## config.mk

```make
export PLATFORM = sky130hd
export DESIGN_NAME = sca_cmd_queue
export DESIGN_NICKNAME = d
export VERILOG_FILES = /design/src/rtl/core/sca_pkg.sv /design/src/rtl/core/sca_cmd_queue.sv
export SDC_FILE = /design/constraint.sdc
export NUM_CORES = 1
export LEC_CHECK = 0
export BUFFER_PORTS_ARGS = -buffer_cell sky130_fd_sc_hd__buf_2
export CAP_MARGIN = 40
export CORE_MARGIN = 8
export CORE_UTILIZATION = 45
export DETAILED_ROUTE_END_ITERATION = 16
export PLACE_DENSITY = 0.71
export REMOVE_ABC_BUFFERS = 1
export SLEW_MARGIN = 20
export SYNTH_ARGS = -nofsm -noshare
export SYNTH_HDL_FRONTEND = slang
export SYNTH_SLANG_ARGS = --single-unit
```

## constraint.sdc

```tcl
create_clock -name i_clk -period 1.6 [get_ports i_clk]
set_input_delay 0.32 -clock i_clk [delete_from_list [all_inputs] [get_ports i_clk]]
set_output_delay 0.32 -clock i_clk [all_outputs]
set_load 0.03 [all_outputs]
```

## src/rtl/core/sca_pkg.sv

```systemverilog
// types, codes and helper functions shared by the size class allocator
`timescale 1ns / 1ps

package sca_pkg;

    localparam int unsigned CLASS_FIELD_W = 4;
    localparam int unsigned SLOT_FIELD_W  = 6;
    localparam int unsigned QUEUE_DEPTH   = 2;

    typedef enum logic {
        KIND_ALLOC = 1'b0,
        KIND_FREE  = 1'b1
    } t_req_kind;

    typedef enum logic [1:0] {
        ST_DONE     = 2'd0,
        ST_TOO_BIG  = 2'd1,
        ST_FULL     = 2'd2,
        ST_BAD_ADDR = 2'd3
    } t_status;

    typedef enum logic [1:0] {
        CMD_ALLOC    = 2'd0,
        CMD_FREE     = 2'd1,
        CMD_TOO_BIG  = 2'd2,
        CMD_BAD_ADDR = 2'd3
    } t_cmd_kind;

    typedef enum logic {
        BK_IDLE   = 1'b0,
        BK_SEARCH = 1'b1
    } t_back_state;

    typedef struct packed {
        t_req_kind   kind;
        logic [15:0] request_bytes;
        logic [16:0] block_address;
    } t_req;

    typedef struct packed {
        t_status     status;
        logic [16:0] address;
        logic [3:0]  size_class;
        logic [4:0]  slot;
    } t_rsp;

    // classified request handed from front to back
    typedef struct packed {
        t_cmd_kind                 kind;
        logic [CLASS_FIELD_W-1:0]  cls;
        logic [SLOT_FIELD_W-1:0]   slot;
    } t_cmd;

    // log2 of the slot size of a class
    function automatic logic [3:0] class_shift(logic [3:0] c);
        return (c < 4'd3) ? 4'd3 : c;
    endfunction

    // byte offset of the region of class c
    function automatic logic [31:0] region_base(int unsigned c, int unsigned slots);
        logic [31:0] base;
        base = '0;
        for (int unsigned i = 0; i < c; i++) begin
            base = base + (32'(slots) << class_shift(4'(i)));
        end
        return base;
    endfunction

endpackage

```

## src/rtl/core/sca_cmd_queue.sv

```systemverilog
// short command queue between front end and bitmap engine
`timescale 1ns / 1ps

module sca_cmd_queue (
    input  logic          i_clk,
    input  logic          i_rst_n,
    input  logic          i_push,
    input  sca_pkg::t_cmd i_cmd,
    output logic          o_full,
    input  logic          i_pop,
    output logic          o_valid,
    output sca_pkg::t_cmd o_cmd
);
    import sca_pkg::*;

    localparam int unsigned PTR_W = $clog2(QUEUE_DEPTH);

    t_cmd             r_mem [QUEUE_DEPTH];
    logic [PTR_W-1:0] r_wr_ptr;
    logic [PTR_W-1:0] r_rd_ptr;
    logic [PTR_W:0]   r_count;
    logic [PTR_W:0]   n_count;

    assign o_full  = r_count == (PTR_W + 1)'(QUEUE_DEPTH);
    assign o_valid = r_count != '0;
    assign o_cmd   = r_mem[r_rd_ptr];

    always_comb begin
        n_count = r_count;
        if (i_push && !i_pop) begin
            n_count = r_count + 1'b1;
        end else if (!i_push && i_pop) begin
            n_count = r_count - 1'b1;
        end
    end

    always_ff @(posedge i_clk) begin
        if (!i_rst_n) begin
            r_wr_ptr <= '0;
            r_rd_ptr <= '0;
            r_count  <= '0;
        end else begin
            r_count <= n_count;
            if (i_push) begin
                r_wr_ptr <= r_wr_ptr + 1'b1;
            end
            if (i_pop) begin
                r_rd_ptr <= r_rd_ptr + 1'b1;
            end
        end
    end

    always_ff @(posedge i_clk) begin
        if (i_push) begin
            r_mem[r_wr_ptr] <= i_cmd;
        end
    end

endmodule

```

Yosys cells after proc, flatten, opt, wreduce, memory -nomap -nowiden
Memory sizes are Yosys's and may differ from the RTL's. A register that Yosys moved wholly into a read port is not among the register bits.
Index checks and enable logic that the tools add are counted.
{"block": "op_classes", "n_eq_ne": 1, "mux": 6, "add_sub_neg": 4, "reduce_logical": 6}
{"op": "two-way mux 1 bit", "count": 4}
{"op": "two-way mux 2 bit", "count": 2}
{"op": "nonzero test 2 bit", "count": 2}
{"op": "adder 1 bit (second input constant)", "count": 2}
{"op": "adder 2 x 1 -> 2 bit (second input constant)", "count": 1}
{"op": "equality test 2 bit (second input constant)", "count": 1}
{"op": "logical AND 1 bit", "count": 2}
{"op": "logical NOT 1 bit", "count": 2}
{"op": "subtractor 2 x 1 -> 2 bit (second input constant)", "count": 1}
{"block": "word_totals", "input_bits": 16, "n_memories": 1, "ff_bits": 4, "ramBits": 24}
{"memory": "r_mem", "words": 2, "width": 12, "read_ports": 1, "rd_ports_with_merged_regs": 1, "write_ports": 1, "line": "sca_cmd_queue.sv:18", "source": "t_cmd r_mem [QUEUE_DEPTH];"}

Logic depth before layout (Yosys ltp)
Gate-level depths: netlist (run 1).
{"block": "depth", "depth_word": 4, "ltp_mapped": 5, "depth_no_buf": 5}

Least setup slack after synthesis (run 1)
OpenSTA, ideal clock, no wires.
{"block": "synth_timing", "kind": "input to register", "from": "in i_push", "to": "mem r_mem[0][0] (netlist name) (enable)", "t_arrival_ns": 0.944, "required_ns": 1.217, "setup_time_ns": 0.383, "path_slack_ns": 0.273, "path_buffers": 0, "path_stages": 1, "cell_sequence": "nor2b_1"}
{"block": "synth_via", "elab_chain_len": 2}
{"element": "start, declared", "line": "sca_cmd_queue.sv:7", "source": "input logic i_push,"}
{"element": "two-way mux 1 bit", "line": "sca_cmd_queue.sv:54", "source": "if (i_push) begin"}
{"element": "two-way mux 1 bit (implied by the code)", "line": "sca_cmd_queue.sv:55", "source": "r_mem[r_wr_ptr] <= i_cmd;"}
{"element": "end, declared", "line": "sca_cmd_queue.sv:18"}
Every way passes these cells.

==> out/metrics.cfg, run 1 <==
[placement]
dp_cells=121
dpl.hpwl_um=1380
place_ws_ns=0.232
numPortBuffers=29
place.gp.congestion=0.719
placedInstanceArea_mm2=0.00130

[clock_tree]
cts_tree=built
path_clk_slew_ns=0.09
postCtsSetupBuffers=0
clk_path_buf_depth=2
cts.sinks=29
htree_levels=2
cts_inserted_buffers=5
root_buffer=clkbuf_4
clk_latency_ns=0.32

[final_layout]
layout-drive-gt1-share_pct=55.0
area.growth.synth_to_final_pct=35.0
final_area_mm2=0.00146
final_common_cell=edfxtp_1
diodes=0
layoutNonFillerInstCount=128
final_cell_mix=24 x edfxtp_1, 18 x buf_2, 12 x buf_6
finalNetCount=117
fillCellCount=189

[sta]
fmax_mhz=624
setup_viol=1
tns_ns=-0.00145
fin_hold_ws_ns=0.184
finalClockSkew_ns=0.0176
min_period_over_period_pct=100
layout_setup_ws_ns=-0.00145
period_minus_slack_ns=1.60
hold_violations=0
worstMarginPinSlew_ns=0.193
slew_headroom_pct=87.1
maxSlewViolCount=0
rsz0062_at_grt=true

[floorplanning]
start_util_pct=48.0
boundaryPins=30
die_area_mm2=0.00423
core_area_mm2=0.00225
dieHeight_um=65.0
rows=17
die_w_um=65.0

[worst_setup_path]
crit_arrival_ns=1.28
end_kind=output pin
max_stage_delay_ns=0.38
crit_path_max_fanout=5
rr_worst_depth=3
path_class=reg2out
cp_data_required_time_ns=1.28
reg2reg_slack_ns=0.58
crit_top_cell=buf_6
start_kind=flop
r2r_end=r_count[1]
critPathSlowestCell=dfxtp_4
path_cells=buf_6, mux2_4, buf_6
r2r-start=r_count[0]

[min_path]
min_path_cells=1
min-delay-start=i_cmd[9]
min_path_type=in2reg
hold_end=r_mem[0][9]

[global_route]
grt_pass1_vias=680
grt_pass1_wl_um=3070
busiest_layer=met2
met2_usage_pct=15.9
grt_use_total_pct=9.85
grt_max_degree=9
antenna_found_initial=0
overflow=0
met1_usage_pct=9.10
met3_usage_pct=7.22

[routing]
first_pass_iters=4
vias_per_cell=4.85
routedWlPerCell_um=14.8
vias=621
drt_iter0_markers=5
wl_um=1900
drc_errors=0
antenna_left=0

[outcome]
violations=negative setup slack
status=finished with violations

[flow_run]
cap_violations=0

[synthesis]
synth_seq_area_share_pct=75.8
ys_ff_latch=29
yosysTopAreaCellShare_pct=66.6
ys_types=16
avgSynthCellArea_um2=18.3
syn_area_mm2=0.00108
yosysTopAreaCell=edfxtp_1
syn_inst=59
synth.area.top_cells=edfxtp_1 67%, mux2_2 12%, dfxtp_1 9.2%
yosysWarnings=0

[power]
leakage_nw=0.606
ir_worst_vdd_v=0.000744
power_density_mw_per_mm2=1090

## flip-flops by register name, summed over array words and instances (netlist names), named ones only
register / cells
r_mem: 24
r_count: 2
r_rd_ptr: 1
r_wr_ptr: 1
## kinds of logic (layout without fill, tap and decap cells)
logic type      Yosys count  in the layout  synth area share (%)
xor+xnor                  3              3                  2.43
flops                    29             29                  75.8
mux                      12             12                  12.5
buf+inv                   2             43                 0.808
simple gates              9              9                  5.43
compound gates            3              3                  1.85
fa+ha+maj                 1              1                  1.16
## power by group
part,internal [mW],switching [mW]
registers,0.866,0.0205
clock network,0.159,0.222
logic,0.162,0.167
total,1.19,0.410
## cells in the mapped netlist
cell	instances
edfxtp_1	24
mux2_2	12
dfxtp_1	5
and2_1	4
nor2b_1	2
xor2_1	2
a21boi_1	1
and2b_2	1
buf_2	1
ha_1	1
inv_1	1
o21a_1	1
o21ai_0	1
or2_2	1
or3_1	1
xnor2_1	1
## metal layers
layer / vias to the layer above / share of wire (%)
li1: 299 / -
met1: 300 / 36
met2: 20 / 53
met3: 2 / 10
met4: 0 / 1.0
met5: - / 0
## worst max path at each step
stage | endpoint | startpoint | cells past startpoint
global route | o_cmd[5] | flop | 3
global placement | o_cmd[3] | flop | 3
finish | o_cmd[11] | flop | 3
detailed placement | o_cmd[2] | flop | 3
floorplan | r_mem[0][0] | i_push | 1
CTS | o_cmd[11] | flop | 3
## worst max-delay path: cells and delay by family (launching register included)
kind	cells	cell delay, ns
buffers and inverters	2	0.27
DFF	1	0.38
muxes	1	0.31
## stage by stage
step	utilization [%]	power [mW]
finish	64.8	1.60
global route	64.8	1.68
CTS	63.0	1.60
detailed placement	57.8	1.17
global placement	57.8	1.17
floorplan	-	1.08
## layout make-up
cell class / instances / area (um2) / share of cell area (%)
tap: 28 / 35.0 / 2.40
clock buffer: 6 / 41.3 / 2.83
inverter: 1 / 3.75 / 0.257
clock inverter: 1 / 3.75 / 0.257
multi-input combinational: 28 / 290 / 19.9
timing repair buffer: 35 / 263 / 18.0
sequential: 29 / 825 / 56.4
## timing repair
action / 4_1_cts / 5_1_grt
endpoints found under the setup margin: 10 / 11
hold buffers: 0 / 0
resized for setup: 24 / 11
Note: power is estimated with default switching activity, not from simulation.
==> run 2, diff against run 1 <==
CORE_UTILIZATION = 49   (was 45)
PLACE_DENSITY = 0.77   (was 0.71)
==> run 2 against run 1 <==
  * The flow still finishes with violations (negative setup slack)
  * Flip-flop and latch count did not move
  * Critical path depth stayed put
  * Wire length down 0.84%
  * Clock power grew 3%
  * Design area increased by 2.5%
  * Register-to-register slack worse by 0.10 ns
  * Count of clock-buffer cells in the layout rose by 1
  * Non-clock buffer count unchanged
==> out/metrics.cfg, run 2 (synthesis results as in run 1) <==
[final_layout]
final_common_cell=edfxtp_1
final_cell_mix=24 x edfxtp_1, 17 x buf_2, 12 x buf_6
area.growth.synth_to_final_pct=38.4
register_area_um2=825  ; unchanged
fillCellCount=146  ; -23%
fin_util_pct=69.7  ; +4.9 points
top_regs=r_mem (24), r_count (2)
largest_register_ffs=24  ; unchanged
layout-drive-gt1-share_pct=54.5  ; -0.54 points
diodes=0  ; unchanged
regMostFlops=r_mem
multi_input_area_um2=290  ; unchanged
finalNetCount=117  ; unchanged

[min_path]
min_path_cells=1  ; unchanged
hold_end=r_mem[1][11]
min-delay-start=i_cmd[11]
min_path_type=in2reg

[routing]
drt_iter0_markers=12  ; +7
vias_per_cell=4.86  ; +0.18%
drc_errors=0  ; unchanged
first_pass_iters=2  ; -2
wl_um=1880  ; -0.84%
vias=627  ; +0.97%
routedWlPerCell_um=14.6  ; -1.6%
antenna_left=0  ; unchanged

[placement]
dpl.hpwl_um=1310  ; -5.3%
place.gp.congestion=0.652  ; -9.3%
numPortBuffers=29  ; unchanged

[floorplanning]
rows=17  ; unchanged
core_area_mm2=0.00215  ; -4.7%
boundaryPins=30  ; unchanged
die_w_um=63.0  ; -3.1%
start_util_pct=50.4  ; +2.4 points
die_area_mm2=0.00397  ; -6.2%
dieHeight_um=63.0  ; -3.1%

[worst_setup_path]
start_kind=flop
r2r-start=r_wr_ptr
cp_data_required_time_ns=1.28  ; about the same
crit_path_max_fanout=3  ; -2
end_kind=output pin
crit_arrival_ns=1.29  ; about the same
path_class=reg2out
rr_worst_depth=2  ; -1
reg2reg_slack_ns=0.48  ; -0.10 ns
r2r_end=r_mem[1][0]

[sta]
min_period_over_period_pct=101  ; +0.61 points
rsz0062_at_grt=true
fmax_mhz=621  ; -0.61%
setup_viol=7  ; +6
worstMarginPinSlew_ns=0.226  ; +0.0332 ns
maxSlewViolCount=0  ; unchanged
finalClockSkew_ns=0.00469  ; -0.0129 ns
layout_setup_ws_ns=-0.0113  ; -0.00981 ns
hold_violations=0  ; unchanged
period_minus_slack_ns=1.61  ; +0.00981 ns
fin_hold_ws_ns=0.179  ; -0.00502 ns
slew_headroom_pct=84.9  ; -2.2 points

[global_route]
grt_use_total_pct=9.51  ; -0.34 points
grt_pass1_vias=683  ; +0.44%
antenna_found_initial=0  ; unchanged
grt_pass1_wl_um=2870  ; -6.5%
overflow=0  ; unchanged
grt_max_degree=11  ; +2

[clock_tree]
cts_tree=built
clk_latency_ns=0.32  ; about the same
htree_levels=2  ; unchanged
cts_inserted_buffers=5  ; unchanged
clk_path_buf_depth=2  ; unchanged
cts_hold_buf=0  ; unchanged
root_buffer=clkbuf_4
path_clk_slew_ns=0.08  ; about the same
cts.sinks=29  ; unchanged

[outcome]
status=finished with violations
violations=negative setup slack

[flow_run]
cap_violations=0  ; unchanged

[power]
leakage_nw=0.618  ; +2.1%
ir_worst_vdd_v=0.000667  ; -10%
power_density_mw_per_mm2=1090  ; -0.65%

-- run 2: cell type report --
| class | instances | share of cell area [%] |
|---|---|---|
| well taps | 28 | 2.34 |
| flip-flops and latches | 29 | 55.1 |
| repair buffers | 35 | 19.7 |
| multi-input cells | 28 | 19.4 |
| clock buffers | 7 | 3.01 |
| inverters | 1 | 0.251 |
| clock inverters | 1 | 0.251 |
-- run 2: what timing repair did --
| action | 4_1_cts | 5_1_grt |
|---|---|---|
| gates cloned | 0 | 1 |
| endpoints found under the hold margin | 0 | 0 |
| setup buffers | 1 | 0 |
| resized for setup | 24 | 12 |
| setup endpoints to repair | 10 | 12 |
-- run 2: how the worst max path moves through the flow --
stage                     startpoint          end  slack [ns]  cells after the start
after floorplan               i_push  r_mem[0][0]        0.27                      1
after global placement          flop     o_cmd[9]        0.23                      3
after detailed placement        flop     o_cmd[9]        0.23                      3
after CTS                       flop     o_cmd[9]       -0.02                      3
after global routing            flop     o_cmd[1]       -0.05                      3
final                           flop     o_cmd[3]       -0.01                      3
-- run 2: power breakdown --
group | total, mW | internal (mW) | switching (mW)
combinational | 0.347 | 0.179 | 0.167
clock | 0.391 | 0.168 | 0.222
sequential | 0.889 | 0.866 | 0.0226
-- run 2: critical path: stages, from the launching register on --
cell     delay, ns
dfxtp_4       0.38
buf_4         0.12
mux2_2        0.33
buf_6         0.14
-- run 2: through the flow --
stage | total power [mW] | instance area [um2] | instances | setup slack, ns | TNS (ns)
after floorplan | 1.08 | 1080 | 58 | 0.273 | 0
after global placement | 1.17 | 1300 | 119 | 0.232 | 0
after detailed placement | 1.17 | 1300 | 119 | 0.227 | 0
after CTS | 1.61 | 1430 | 128 | -0.0190 | -0.110
after global routing | 1.69 | 1500 | 129 | -0.0549 | -0.469
final | 1.63 | 1500 | 129 | -0.0113 | -0.0604
-- run 2: per-layer routing --
metal | share of wire [%] | vias to the layer above | wire length [um] | global-route usage, %
li1 | - | 302 | - | -
met3 | 8.6 | 9 | 162 | 5.38
met5 | 0 | - | 0 | 0
met4 | 2.9 | 0 | 55 | 6.84
met2 | 52 | 24 | 977 | 15.2
met1 | 36 | 292 | 686 | 8.93
==> run 3, diff against run 2 <==
MAX_ROUTING_LAYER = met4   (was not set)
==> run 3 against run 2 <==
  * Largest cell class unchanged
  * Count of clock-buffer cells in the layout unchanged
  * Critical path type unchanged
  * Via count is 0.32% higher
  * Register-to-register slack about the same
  * Clock power is essentially flat
  * Fmax barely moved
  * Non-clock buffer count stayed put
  * Power about the same
  * Final cell count unchanged
  * The run still ends with negative setup slack left
  * First-iteration DRC count rose by 17%
  * Critical endpoint unchanged
  * Largest power group unchanged
  * Global-route usage up 0.26 points
  * Setup slack about the same
==> out/metrics.cfg, run 3 (synthesis results as in run 1) <==
[floorplanning]
core_area_mm2=0.00215  ; unchanged
die_area_mm2=0.00397  ; unchanged
start_util_pct=50.4  ; unchanged
boundaryPins=30  ; unchanged
dieHeight_um=63.0  ; unchanged
rows=17  ; unchanged
die_w_um=63.0  ; unchanged

[final_layout]
area.growth.synth_to_final_pct=38.4  ; unchanged
diodes=0  ; unchanged
finalNetCount=117  ; unchanged
final_area_mm2=0.00150  ; unchanged
largest_register_ffs=24  ; unchanged
layout-drive-gt1-share_pct=54.5  ; unchanged
top_regs=r_mem (24), r_count (2)
regMostFlops=r_mem
final_common_cell=edfxtp_1
final_cell_mix=24 x edfxtp_1, 17 x buf_2, 12 x buf_6

[power]
power_density_mw_per_mm2=1090  ; about the same
ir_worst_vdd_v=0.000668  ; about the same
leakage_nw=0.618  ; unchanged

[worst_setup_path]
endpoint=o_cmd[3]
crit_arrival_ns=1.29  ; about the same
crit_path_max_fanout=3  ; unchanged
r2r_end=r_mem[1][0]
path_class=reg2out
start_kind=flop
rr_worst_depth=2  ; unchanged
cp_data_required_time_ns=1.28  ; about the same
r2r-start=r_wr_ptr
reg2reg_slack_ns=0.47  ; about the same
end_kind=output pin

[placement]
place_ws_ns=0.227  ; unchanged
numPortBuffers=29  ; unchanged
dpl.hpwl_um=1310  ; unchanged
place.gp.congestion=0.658  ; +0.89%
placedInstanceArea_mm2=0.00130  ; unchanged

[global_route]
antenna_found_initial=0  ; unchanged
grt_use_total_pct=9.77  ; +0.26 points
grt_pass1_wl_um=2870  ; unchanged
grt_max_degree=11  ; unchanged
overflow=0  ; unchanged
grt_pass1_vias=684  ; +0.15%

[sta]
maxSlewViolCount=0  ; unchanged
min_period_over_period_pct=101  ; about the same
rsz0062_at_grt=true
layout_setup_ws_ns=-0.0114  ; -0.000137 ns
finalClockSkew_ns=0.00536  ; +0.000672 ns
period_minus_slack_ns=1.61  ; +0.000137 ns
hold_violations=0  ; unchanged
worstMarginPinSlew_ns=0.228  ; +0.00221 ns
fmax_mhz=621  ; about the same
setup_viol=7  ; unchanged
slew_headroom_pct=84.8  ; -0.15 points

[clock_tree]
root_buffer=clkbuf_4
clk_latency_ns=0.32  ; about the same
clk_path_buf_depth=2  ; unchanged
cts_inserted_buffers=5  ; unchanged
cts_hold_buf=0  ; unchanged
cts.sinks=29  ; unchanged
path_clk_slew_ns=0.08  ; about the same
htree_levels=2  ; unchanged
cts_tree=built

[min_path]
min_path_type=in2reg

[flow_run]
cap_violations=0  ; unchanged

[routing]
first_pass_iters=3  ; +1
vias_per_cell=4.88  ; +0.32%
drc_errors=0  ; unchanged
wl_um=1880  ; -0.21%
routedWlPerCell_um=14.6  ; -0.21%
drt_iter0_markers=14  ; +2
vias=629  ; +0.32%
antenna_left=0  ; unchanged

[outcome]
violations=negative setup slack
status=finished with violations

==> run 3: cell counts in the layout (fill, tap and decap cells not counted) <==
No cell type changed its count.
==> run 3: worst min-delay path by stage <==
stage	slack (ns)	cells after the start	startpoint	end
after floorplan	0.42	0	i_cmd[0]	r_mem[0][0]
after global placement	0.47	2	r_count[1]	r_count[1]
after detailed placement	0.51	2	r_count[1]	r_count[1]
after CTS	0.17	1	i_cmd[11]	r_mem[1][11]
after global routing	0.17	1	i_cmd[1]	r_mem[0][1]
final	0.18	1	i_cmd[11]	r_mem[0][11]
==> run 3: metal layers <==
metal | up-vias | GRT usage (%) | part of all wire, %
met2 | 24 | 15.4 | 53
met1 | 293 | 9.26 | 37
met5 | - | - | 0
met4 | 0 | 6.84 | 2.8
li1 | 303 | - | -
met3 | 9 | 4.66 | 6.9
==> run 3: cell type report <==
cell class | instances | area (um2)
flip-flops and latches | 29 | 825
fillers | 146 | 651
clock buffers | 7 | 45.0
well taps | 28 | 35.0
repair buffers | 35 | 295
inverters | 1 | 3.75
clock inverters | 1 | 3.75
multi-input cells | 28 | 290
==> run 3: power by group <==
| part | total, mW | switching, mW | internal, mW |
|---|---|---|---|
| logic | 0.347 | 0.167 | 0.179 |
| clock network | 0.390 | 0.222 | 0.168 |
| registers | 0.889 | 0.0227 | 0.866 |
==> run 3: per-stage QoR <==
| stage | util [%] | hold WS [ns] | power (mW) | TNS, ns | std cells |
|---|---|---|---|---|---|
| after CTS | 66.5 | 0.171 | 1.61 | -0.110 | 128 |
| after floorplan | - | 0.419 | 1.08 | 0 | 58 |
| after detailed placement | 60.5 | 0.507 | 1.17 | 0 | 119 |
| after global placement | 60.5 | 0.475 | 1.17 | 0 | 119 |
| final | 69.7 | 0.179 | 1.63 | -0.0614 | 129 |
| after global routing | 69.7 | 0.171 | 1.69 | -0.468 | 129 |
==> run 3: timing repair <==
action | in CTS | in global routing
buffers inserted | 1 | 0
pin swaps | 0 | 0
gates resized for setup | 24 | 12
setup endpoints to repair | 10 | 12
cloned | 0 | 1
==> run 3: worst max-delay path: stages (launching register included) <==
cell and delay, ns:
dfxtp_4 0.38, buf_4 0.12, mux2_2 0.33, buf_6 0.14
