==> config.mk <==
export PLATFORM = sky130hd
export DESIGN_NAME = sca_back_flat
export DESIGN_NICKNAME = d
export VERILOG_FILES = /design/src/rtl/core/sca_pkg.sv /design/src/rtl/core/sca_stream_if.sv /design/src/rtl/core/sca_back.sv /design/src/flat_wrapper.sv
export SDC_FILE = /design/constraint.sdc
export NUM_CORES = 1
export LEC_CHECK = 0
export BUFFER_PORTS_ARGS = -buffer_cell sky130_fd_sc_hd__buf_2
export CORE_MARGIN = 2
export CORE_UTILIZATION = 25
export CTS_BUF_LIST = sky130_fd_sc_hd__clkbuf_4 sky130_fd_sc_hd__clkbuf_8
export CTS_CLUSTER_SIZE = 12
export DETAILED_ROUTE_END_ITERATION = 10
export PLACE_DENSITY = 0.39
export SYNTH_ARGS = -nofsm -noshare
export SYNTH_HDL_FRONTEND = slang
export SYNTH_SLANG_ARGS = --single-unit
==> constraint.sdc <==
create_clock -name i_clk -period 18 [get_ports i_clk]
set_input_delay 3.6 -clock i_clk [delete_from_list [all_inputs] [get_ports i_clk]]
set_output_delay 3.6 -clock i_clk [all_outputs]
set_load 0.05 [all_outputs]
==> src/rtl/core/sca_pkg.sv <==
// types, codes and helper functions shared by the size class allocator
`timescale 1ns / 1ps

package sca_pkg;

    localparam int unsigned CLASS_FIELD_W = 4;
    localparam int unsigned SLOT_FIELD_W  = 6;
    localparam int unsigned QUEUE_DEPTH   = 2;

    typedef enum logic {
        KIND_ALLOC = 1'b0,
        KIND_FREE  = 1'b1
    } t_req_kind;

    typedef enum logic [1:0] {
        ST_DONE     = 2'd0,
        ST_TOO_BIG  = 2'd1,
        ST_FULL     = 2'd2,
        ST_BAD_ADDR = 2'd3
    } t_status;

    typedef enum logic [1:0] {
        CMD_ALLOC    = 2'd0,
        CMD_FREE     = 2'd1,
        CMD_TOO_BIG  = 2'd2,
        CMD_BAD_ADDR = 2'd3
    } t_cmd_kind;

    typedef enum logic {
        BK_IDLE   = 1'b0,
        BK_SEARCH = 1'b1
    } t_back_state;

    typedef struct packed {
        t_req_kind   kind;
        logic [15:0] request_bytes;
        logic [16:0] block_address;
    } t_req;

    typedef struct packed {
        t_status     status;
        logic [16:0] address;
        logic [3:0]  size_class;
        logic [4:0]  slot;
    } t_rsp;

    // classified request handed from front to back
    typedef struct packed {
        t_cmd_kind                 kind;
        logic [CLASS_FIELD_W-1:0]  cls;
        logic [SLOT_FIELD_W-1:0]   slot;
    } t_cmd;

    // log2 of the slot size of a class
    function automatic logic [3:0] class_shift(logic [3:0] c);
        return (c < 4'd3) ? 4'd3 : c;
    endfunction

    // byte offset of the region of class c
    function automatic logic [31:0] region_base(int unsigned c, int unsigned slots);
        logic [31:0] base;
        base = '0;
        for (int unsigned i = 0; i < c; i++) begin
            base = base + (32'(slots) << class_shift(4'(i)));
        end
        return base;
    endfunction

endpackage

==> src/rtl/core/sca_stream_if.sv <==
// valid / ready channel carrying one request or response
`timescale 1ns / 1ps

interface sca_stream_if #(
    parameter type T = logic
) ();
    logic valid;
    logic ready;
    T     data;

    modport source (output valid, output data, input ready);
    modport sink   (input valid, input data, output ready);
endinterface

==> src/rtl/core/sca_back.sv <==
// bitmap engine: slot search, bitmap update and response register
`timescale 1ns / 1ps

module sca_back #(
    parameter int unsigned SLOTS_PER_CLASS = 32,
    parameter int unsigned NUM_CLASSES     = 11
) (
    input  logic          i_clk,
    input  logic          i_rst_n,
    input  logic          i_cmd_valid,
    input  sca_pkg::t_cmd i_cmd,
    output logic          o_pop,
    sca_stream_if.source  o_rsp
);
    import sca_pkg::*;

    localparam int unsigned CLS_W  = $clog2(NUM_CLASSES);
    localparam int unsigned SLOT_W = $clog2(SLOTS_PER_CLASS);

    logic [31:0]                w_base_tab [NUM_CLASSES];
    logic [SLOTS_PER_CLASS-1:0] r_bitmap   [NUM_CLASSES];

    t_back_state       r_state;
    t_back_state       n_state;
    logic [CLS_W-1:0]  r_k;
    logic              r_rsp_valid;
    t_rsp              r_rsp;

    logic [SLOTS_PER_CLASS-1:0] w_occ;
    logic                       w_has_room;
    logic                       w_last;
    logic [SLOT_W-1:0]          w_free_slot;
    logic                       w_out_free;
    logic                       w_load_k;
    logic                       w_inc;
    logic                       w_set;
    logic                       w_clr;
    logic                       w_load_rsp;
    t_status                    w_status;
    logic [CLS_W-1:0]           w_sel_cls;
    logic [SLOT_W-1:0]          w_sel_slot;
    logic [16:0]                w_addr;

    for (genvar g = 0; g < NUM_CLASSES; g++) begin : g_tab
        assign w_base_tab[g] = region_base(g, SLOTS_PER_CLASS);
    end

    assign w_out_free = !r_rsp_valid || o_rsp.ready;
    assign w_occ      = r_bitmap[r_k];
    assign w_has_room = !(&w_occ);
    assign w_last     = r_k == CLS_W'(NUM_CLASSES - 1);

    // lowest free slot of the class under search
    always_comb begin
        w_free_slot = '0;
        for (int i = SLOTS_PER_CLASS - 1; i >= 0; i--) begin
            if (!w_occ[i]) begin
                w_free_slot = SLOT_W'(i);
            end
        end
    end

    always_comb begin
        n_state = r_state;
        unique case (r_state)
            BK_IDLE: begin
                if (i_cmd_valid && i_cmd.kind == CMD_ALLOC) begin
                    n_state = BK_SEARCH;
                end
            end
            BK_SEARCH: begin
                if ((w_has_room || w_last) && w_out_free) begin
                    n_state = BK_IDLE;
                end
            end
        endcase
    end

    always_comb begin
        o_pop      = 1'b0;
        w_load_k   = 1'b0;
        w_inc      = 1'b0;
        w_set      = 1'b0;
        w_clr      = 1'b0;
        w_load_rsp = 1'b0;
        w_status   = ST_DONE;
        unique case (r_state)
            BK_IDLE: begin
                if (i_cmd_valid) begin
                    unique case (i_cmd.kind)
                        CMD_ALLOC: begin
                            o_pop    = 1'b1;
                            w_load_k = 1'b1;
                        end
                        CMD_FREE: begin
                            o_pop      = w_out_free;
                            w_clr      = w_out_free;
                            w_load_rsp = w_out_free;
                        end
                        CMD_TOO_BIG: begin
                            o_pop      = w_out_free;
                            w_load_rsp = w_out_free;
                            w_status   = ST_TOO_BIG;
                        end
                        CMD_BAD_ADDR: begin
                            o_pop      = w_out_free;
                            w_load_rsp = w_out_free;
                            w_status   = ST_BAD_ADDR;
                        end
                    endcase
                end
            end
            BK_SEARCH: begin
                if (w_has_room) begin
                    w_set      = w_out_free;
                    w_load_rsp = w_out_free;
                end else if (w_last) begin
                    w_load_rsp = w_out_free;
                    w_status   = ST_FULL;
                end else begin
                    w_inc = 1'b1;
                end
            end
        endcase
    end

    // class and slot of the response come from the search or the free command
    always_comb begin
        w_sel_cls  = (r_state == BK_SEARCH) ? r_k : i_cmd.cls[CLS_W-1:0];
        w_sel_slot = (r_state == BK_SEARCH) ? w_free_slot : i_cmd.slot[SLOT_W-1:0];
        w_addr     = 17'(w_base_tab[w_sel_cls]
                         + (32'(w_sel_slot) << class_shift(4'(w_sel_cls))));
    end

    always_ff @(posedge i_clk) begin
        if (!i_rst_n) begin
            r_state     <= BK_IDLE;
            r_rsp_valid <= 1'b0;
            for (int i = 0; i < NUM_CLASSES; i++) begin
                r_bitmap[i] <= '0;
            end
        end else begin
            r_state <= n_state;
            if (w_load_rsp) begin
                r_rsp_valid <= 1'b1;
            end else if (o_rsp.ready) begin
                r_rsp_valid <= 1'b0;
            end
            if (w_set) begin
                r_bitmap[r_k][w_free_slot] <= 1'b1;
            end else if (w_clr) begin
                r_bitmap[i_cmd.cls[CLS_W-1:0]][i_cmd.slot[SLOT_W-1:0]] <= 1'b0;
            end
        end
    end

    always_ff @(posedge i_clk) begin
        if (w_load_k) begin
            r_k <= i_cmd.cls[CLS_W-1:0];
        end else if (w_inc) begin
            r_k <= r_k + 1'b1;
        end
        if (w_load_rsp) begin
            r_rsp.status <= w_status;
            if (w_status == ST_DONE) begin
                r_rsp.address    <= w_addr;
                r_rsp.size_class <= 4'(w_sel_cls);
                r_rsp.slot       <= 5'(w_sel_slot);
            end else begin
                r_rsp.address    <= '0;
                r_rsp.size_class <= '0;
                r_rsp.slot       <= '0;
            end
        end
    end

    assign o_rsp.valid = r_rsp_valid;
    assign o_rsp.data  = r_rsp;

    a_search_in_range: assert property (@(posedge i_clk) disable iff (!i_rst_n)
        (r_state == BK_SEARCH) |-> (r_k <= CLS_W'(NUM_CLASSES - 1)))
        else $error("search class out of range");

    a_alloc_marks_slot: assert property (@(posedge i_clk) disable iff (!i_rst_n)
        w_set |=> r_bitmap[$past(r_k)][$past(w_free_slot)])
        else $error("allocated slot not marked in use");

    a_pop_when_idle: assert property (@(posedge i_clk) disable iff (!i_rst_n)
        o_pop |-> (r_state == BK_IDLE) && i_cmd_valid)
        else $error("command taken while busy or queue empty");

    a_error_zero: assert property (@(posedge i_clk) disable iff (!i_rst_n)
        (r_rsp_valid && r_rsp.status != ST_DONE) |->
        (r_rsp.address == '0 && r_rsp.size_class == '0 && r_rsp.slot == '0))
        else $error("error response carries nonzero fields");

endmodule
==> src/flat_wrapper.sv <==
// flat-port wrapper written by rule: the top's interface ports become plain ports
module sca_back_flat import sca_pkg::*;
#(
    parameter int unsigned SLOTS_PER_CLASS = 32,
    parameter int unsigned NUM_CLASSES     = 11
)
  (i_clk, i_rst_n, i_cmd_valid, i_cmd, o_pop, o_rsp_valid, o_rsp_data, o_rsp_ready);
  sca_stream_if o_rsp_i ();
  input  logic i_clk;
  input  logic i_rst_n;
  input  logic i_cmd_valid;
  input  sca_pkg::t_cmd i_cmd;
  output logic o_pop;
  output wire logic [$bits(o_rsp_i.valid)-1:0] o_rsp_valid;
  output wire logic [$bits(o_rsp_i.data)-1:0] o_rsp_data;
  input wire logic [$bits(o_rsp_i.ready)-1:0] o_rsp_ready;
  assign o_rsp_valid = o_rsp_i.valid;
  assign o_rsp_data = o_rsp_i.data;
  assign o_rsp_i.ready = o_rsp_ready;
  sca_back #(.SLOTS_PER_CLASS(SLOTS_PER_CLASS), .NUM_CLASSES(NUM_CLASSES)) u_core (.i_clk(i_clk), .i_rst_n(i_rst_n), .i_cmd_valid(i_cmd_valid), .i_cmd(i_cmd), .o_pop(o_pop), .o_rsp(o_rsp_i));
endmodule
# Yosys cells after proc, flatten, opt, wreduce, memory -nomap -nowiden
# Memories as Yosys holds them, arrays and structs flattened. A register that Yosys moved wholly into a read port is not among the register bits.
# Cells that the tools add are included.
# word_totals
in_bits	16
ram_bits	352
output_inout_bits	3
regBits	7
wordCells	114
mem_count	1
# memory_table
memory	words	width	rd	rd_clocked_by_memory_dff	write_ports	line_no	text
u_core.r_bitmap	11	32	1	1	11	sca_back.sv:21	logic [SLOTS_PER_CLASS-1:0] r_bitmap [NUM_CLASSES];
# classes
n_mux	83
n_reduce_logical	16
n_bitwise	1
addsub	1
n_lt_le_gt_ge	4
n_eq_ne	4
# op_table
operator	n
two-way mux 32 bit	6
two-way mux 5 bit	32
OR reduction 32 bit	2
AND reduction 32 bit	1
two-way mux 1 bit	30
two-way mux 4 bit	5
< comparator 5 x 6 -> 1 bit, second input constant	2
demux 1 bit (select 5 bit)	2
greater-or-equal comparator 5 x 1 -> 1 bit, second input constant	2
case mux 2 bit (2 select lines)	2
two-way mux 2 bit	3
case mux 1 bit (2 select lines)	3
adder 4 x 1 -> 4 bit, second input constant	1
equality test 2 bit, second input constant	2
equality test 4 bit, second input constant	1
logical AND 1 bit	4
logical NOT 2 bit	2
nonzero test 2 bit	2
OR reduction 3 bit	1
equality test 2 x 1 -> 1 bit, second input constant	1
logical NOT 1 bit	2
logical OR 1 bit	2
NOT 1 bit	1

# Longest topological paths before layout
# Gate-level depths: netlist (run 1).
# depth
ltp_word	40
mapped_depth	18
ltp_nobuf	10

# Worst setup path after synthesis (run 1)
# No wires, ideal clock.
# synth_path
kind	in2out
startpoint	in o_rsp_ready
endpoint	out o_pop
cell_stages	3
slack_ps	9945
n_path_buf	0
arrival_ps	4455
required_time_ps	14400
cell_sequence	nand2b_1 -> nor2_1 -> nor2_1
# synth_via
elab_chain_len	4
# synth_rtl
item	line_no	text
start: declaration	flat_wrapper.sv:16	input wire logic [$bits(o_rsp_i.ready)-1:0] o_rsp_ready;
logical OR 1 bit	sca_back.sv:48	assign w_out_free = !r_rsp_valid || o_rsp.ready;
case mux 1 bit (2 select lines)	sca_back.sv:90	unique case (i_cmd.kind)
two-way mux 1 bit	sca_back.sv:89	if (i_cmd_valid) begin
two-way mux 1 bit	sca_back.sv:87	unique case (r_state)
end: declaration	flat_wrapper.sv:13	output logic o_pop;
# Every way passes these cells.

# Worst setup path after layout (run 1)
# Ends and elaborated chain as after synthesis.

==> results.ini, run 1 <==
[status]
outcome = finished clean

[yosys]
synth_area_leaders = edfxtp_1, mux4_2, nor2_1
yosys_warnings = 0
synth_fp_nets = 2324
syn-instance-count = 2306
synth_area_leader_cell = edfxtp_1
synth_ff_type = edfxtp_1
synth_cell_types = 87
yosysSeqAreaShare = 0.574
synth_seq_cells = 523
synth_edf_count = 485
synth_top_area_frac = 0.545
avgSynthCellArea_um2 = 11.6
async_reset_ff_frac = 0
synthesis.area_um2 = 26700

[setup_path]
cp.required_ns = 14.40
path_class = input port to primary output
path_buf_inv = 2
slowest_delay_ns = 0.27
critical_path.max_fanout = 5
cp_top_family = buffers and inverters
crit_path_end_kind = primary output
ff2ff_path_depth = 14
crit_cells = 5
arrival_ns = 4.32
slowest_stage = buf_2
crit_chain = buf_2 -> nand2b_1 -> nor2_1 -> nor2_1 -> buf_2
startpoint_type = input port

[timing]
worstMarginPinSlew_ns = 1.24
fin_crit_sh = 0.440
rsz0062_at_grt = no
finClkSkew_ns = 0.0482
worst_slew_margin_rel = 0.172
period_needed_ns = 7.92
fmax_ghz = 0.126
hold_violations = 0
hold_slack_ns = 0.462
setup_viol = 0
setup_ws_ns = 10.08
finalMaxSlewViolations = 0
fin_tns_setup_ns = 0

[global_routing]
track_usage = 0.174
antenna_found_initial = 8
grt_pass1_vias = 19600
grt_overflow = 0
grt_pass1_wl_um = 138000
grt_max_degree = 103

[power_and_ir_drop]
p_leak_nw = 9.91
combinationalPowerShare = 0.094
p_per_area_nw_per_um2 = 93.3
max-vdd-ir-drop_mv = 0.0481
pwr-share-clk = 0.415
swShare = 0.259
seq_power_share = 0.491
switching_power_mw = 0.722
p_int_mw = 2.07

[clock_tree]
clkSinkCount = 523
insertion_delay_ns = 0.74
clockBufferDepth = 3
cts-root-buf = clkbuf_8
cts_resized = 0
hold_buffers = 0
path_clk_slew_ns = 0.05
htree_levels = 3
cts_tree = done
cts-buffers-inserted = 98
post_cts_buffers = 0

[cells_and_area]
area_delta_synth_final_pct = 12.1
drive_gt1_frac = 0.190
final_nets = 2266
fillCellCount = 10800
regArea_um2 = 15300
multi_input_area_um2 = 10300

[place]
gp_congestion = 0.874
pre_cts_slack_ns = 9.37
port_buffers = 17
place_hpwl_um = 56700

[drt]
drc = 0
first_iter_violations = 2058
wire_per_inst_um = 25.6
vias = 19600
first_pass_iters = 5
routed_wl_um = 95200
ant_nets = 0
routed_via_density = 5.28

[floorplanning]
die_y_um = 331
rows = 119
coreArea_um2 = 106000
die-area_um2 = 109000
io_pins = 19
initial_core_util = 0.253
die_w_um = 331

[flow_run]
drv_cap = 0

[hold_path]
hold_path.class = flip-flop to flip-flop
whs_path_depth = 2

## final timing paths
path	startpoint	end	slack [ns]
worst max-delay path	o_rsp_ready	o_pop	10.08
worst min-delay path	u_core.r_bitmap[10][0]	u_core.r_bitmap[10][0]	0.46
worst max register to register	flip-flop	u_core.r_bitmap[0][6]	10.82
worst min register to register	u_core.r_bitmap[10][0]	u_core.r_bitmap[10][0]	0.46
## area by class of cell
cell class | count | area share
clock inverter | 27 | 0.00523
antenna | 2 | 0.000167
sequential | 523 | 0.513
timing repair buffer | 80 | 0.0194
tap | 1391 | 0.0582
inverter | 16 | 0.00217
clock buffer | 149 | 0.0589
multi-input combinational | 1529 | 0.343
## power by group through the flow
stage          Combinational, mW  Sequential, mW  Clock [mW]
2_1_floorplan              0.185            1.39           0
3_3_place_gp               0.259            1.39           0
3_5_place_dp               0.262            1.40           0
4_1_cts                    0.263            1.37        1.19
5_1_grt                    0.283            1.37        1.25
6_report                   0.262            1.37        1.16
## logic make-up after synthesis
kind of cell	share of synthesized area
and+or+nand+nor	0.132
AOI/OAI and AO/OA	0.124
DFF	0.574
buffers and inverters	0.0460
muxes	0.122
xor gates and xnor gates	0.000656
adders and majority gates	0.000937
## routing by layer
layer	track usage	part of all wire
met1	0.241	0.45
met2	0.276	0.46
met3	0.0275	0.060
met4	0.0620	0.030
met5	0	0.00043
## stage by stage
step	utilization	power [mW]	std cells	cell area, um^2
final	0.283	2.79	3717	29900
after global routing	0.283	2.90	3716	29900
after CTS	0.283	2.83	3715	29900
after detailed placement	0.265	1.66	3539	28000
after global placement	0.265	1.65	3539	28000
after floorplan	-	1.57	2306	26700
## worst reg2reg max path, stage by stage, from the launching register on
cell and delay [ns]:
dfxtp_4 0.77, buf_4 0.61, clkinv_1 0.30, mux2i_1 0.31
mux2i_1 0.62, or4b_1 0.69, nand3b_1 0.44, o31ai_4 0.40
buf_4 0.42, nor2_1 0.30, o21bai_4 0.19, buf_4 0.58
nand2b_2 0.60, buf_4 0.55, nor2_1 0.12
## state kept, by name, summed over array words and instances (netlist names), named ones only
name	cells
u_core.o_rsp.valid	1
u_core.r_k	4
u_core.o_rsp.data	1
u_core.r_bitmap	512
u_core.r_state	1
## layout by cell type, fill, tap and decap left out, types with 19 or more instances in the layout
master	Yosys	layout
o21ai_0	304	302
nand2_1	109	107
buf_4	17	62
o21ai_1	20	20
mux4_2	122	122
nand3_1	58	54
nor3_1	27	27
dfxtp_1	38	35
clkbuf_4	0	46
nor2_1	515	514
mux2i_1	34	34
clkbuf_8	0	104
o31ai_1	22	22
a21oi_1	34	34
clkinv_1	2	19
a22oi_1	22	22
edfxtp_1	485	485
## cells in the mapped netlist (27+ instances only)
library cell  count
nor2_1          515
edfxtp_1        485
o21ai_0         304
clkbuf_1        133
mux4_2          122
nand2_1         109
buf_2            67
nand3_1          58
dfxtp_1          38
a21oi_1          34
mux2i_1          34
nor3_1           27
(Power assumes the default switching activity.)
==> run 2, diff against run 1 <==
clock period = 7.5 ns   (was 18 ns; I/O delays follow)
==> run 2 against run 1 <==
  * Clock power is 140% higher
  * Clock-buffer cell count is 17 lower
  * Sequential share of layout area is 0.30 points lower
  * Via count is 0.16% lower
  * Register-to-register slack worse by 9.2 ns
  * Final area is 0.59% higher
==> results.ini, run 2 (synthesized netlist as in run 1, its figures left out) <==
[status]
outcome = finished clean

[place]
port_buffers = 17  ; unchanged
pre_cts_slack_ns = 1.61  ; -7.76 ns
gp_congestion = 0.883  ; +0.96%
place_hpwl_um = 59600  ; +5.0%

[power_and_ir_drop]
p_int_mw = 4.91  ; +140%
seq_power_share = 0.492  ; about the same
p_per_area_nw_per_um2 = 222  ; +140%
pwr-share-clk = 0.412  ; -0.003
total_power_mw = 6.68  ; +140%
max-vdd-ir-drop_mv = 0.112  ; +130%
combinationalPowerShare = 0.096  ; +0.002
p_leak_nw = 9.99  ; +0.86%
swShare = 0.265  ; +0.00611
switching_power_mw = 1.77  ; +140%

[floorplanning]
io_pins = 19  ; unchanged
rows = 119  ; unchanged
initial_core_util = 0.253  ; unchanged
die_y_um = 331  ; unchanged
coreArea_um2 = 106000  ; unchanged
die-area_um2 = 109000  ; unchanged
die_w_um = 331  ; unchanged

[drt]
ant_nets = 0  ; unchanged
first_pass_iters = 6  ; +1
routed_via_density = 5.24  ; -0.80%
vias = 19600  ; -0.16%
drc = 0  ; unchanged
routed_wl_um = 96100  ; +0.94%
wire_per_inst_um = 25.7  ; +0.29%
first_iter_violations = 2039  ; -0.92%

[setup_path]
path_class = flip-flop to flip-flop
critical_path.max_fanout = 25  ; +20
crit_path_end_kind = flip-flop
r2r_setup_slack_ns = 1.64  ; -9.18 ns
arrival_ns = 6.25  ; +1.93 ns
cp.required_ns = 7.89  ; -6.51 ns
startpoint_type = flip-flop

[timing]
setup_ws_ns = 1.64  ; -8.43 ns
setup_viol = 0  ; unchanged
fin_tns_setup_ns = 0  ; unchanged
finalMaxSlewViolations = 0  ; unchanged
worstMarginPinSlew_ns = 1.17  ; -0.0641 ns
fmax_ghz = 0.171
period_needed_ns = 5.86
rsz0062_at_grt = no
hold_violations = 0  ; unchanged
fin_crit_sh = 0.781
finClkSkew_ns = 0.0539  ; +0.00569 ns
worst_slew_margin_rel = 0.214  ; +0.0418

[cells_and_area]
reg_top3 = u_core.r_bitmap (512), u_core.r_k (4)
largest_reg_flops = 512  ; unchanged
regMostFlops = u_core.r_bitmap
final_nets = 2283  ; +0.75%
mostFrequentLayoutCell = nor2_1
area_delta_synth_final_pct = 12.7
regArea_um2 = 15300  ; unchanged
multi_input_area_um2 = 10300  ; about the same
drive_gt1_frac = 0.194  ; +0.00392
mostFrequentLayoutCells = nor2_1, edfxtp_1, o21ai_0
fin_util = 0.285  ; +0.00166
fillCellCount = 10800  ; -0.29%

[clock_tree]
clockBufferDepth = 3  ; unchanged
path_clk_slew_ns = 0.06  ; about the same
insertion_delay_ns = 0.74  ; about the same
post_cts_buffers = 0  ; unchanged
htree_levels = 3  ; unchanged
cts_tree = done
cts_resized = 0  ; unchanged
hold_buffers = 0  ; unchanged
clkSinkCount = 523  ; unchanged
cts-buffers-inserted = 96  ; -2.0%
cts-root-buf = clkbuf_8

[global_routing]
grt_overflow = 0  ; unchanged
antenna_found_initial = 8  ; unchanged
grt_max_degree = 106  ; +2.9%
track_usage = 0.175  ; +0.000730
grt_pass1_wl_um = 138000  ; about the same
grt_pass1_vias = 19400  ; -1.2%

[flow_run]
drv_cap = 0  ; unchanged

[hold_path]
hold_path.class = flip-flop to flip-flop

==> run 2: cell types whose count changed in the layout (fill, tap and decap cells not counted), sizes merged <==
cell and change:
buf +19, bufinv +1, clkbuf -17, clkinv +15, clkinvlp +2, diode +4
==> run 2: power groups by stage <==
| stage | registers [mW] | logic [mW] | clock network [mW] |
|---|---|---|---|
| 4_1_cts | 3.29 | 0.642 | 2.83 |
| 6_report | 3.29 | 0.642 | 2.75 |
| 2_1_floorplan | 3.33 | 0.444 | 0 |
| 3_5_place_dp | 3.35 | 0.640 | 0 |
| 3_3_place_gp | 3.34 | 0.632 | 0 |
| 5_1_grt | 3.29 | 0.690 | 2.95 |
==> run 2: critical path, cell delays in order, from the launching register on <==
cell	delay (ns)
dfxtp_4	0.75
clkinv_1	0.14
buf_4	0.33
mux2i_1	0.38
mux2i_1	0.51
or4b_1	0.67
nand3b_1	0.43
or4b_1	0.71
a21o_1	0.35
nand2_2	0.63
buf_4	0.43
o21ai_0	0.17
==> run 2: per-stage QoR <==
step                      area [um^2]  hold slack, ns  cells
after floorplan                 26700           0.435   2306
after global placement          28200           0.455   3558
after detailed placement        28200           0.460   3558
after CTS                       30100           0.468   3735
after global routing            30100           0.488   3736
final                           30100           0.471   3741
==> run 2: cell type report <==
class	count	share of cell area
Timing Repair Buffer	99	0.0257
Inverter	16	0.00216
Clock buffer	132	0.0537
Sequential cell	523	0.510
Multi-Input combinational cell	1529	0.342
Antenna cell	6	0.000499
Tap cell	1391	0.0578
Clock inverter	45	0.00890
==> run 2: worst paths after layout <==
check | end | startpoint | cells past startpoint
max | u_core.r_bitmap[6][12] | flip-flop | 11
min | u_core.r_bitmap[10][4] | u_core.r_bitmap[10][4] | 2
min reg2reg | u_core.r_bitmap[10][4] | u_core.r_bitmap[10][4] | 2
max reg2reg | u_core.r_bitmap[6][12] | flip-flop | 11
==> run 2: per-layer routing <==
layer,wire [um],vias to the layer above,global-route usage
li1,-,8519,-
met1,43000,10100,0.242
met2,44400,765,0.278
met3,6070,154,0.0277
met4,2660,4,0.0583
met5,27,-,0
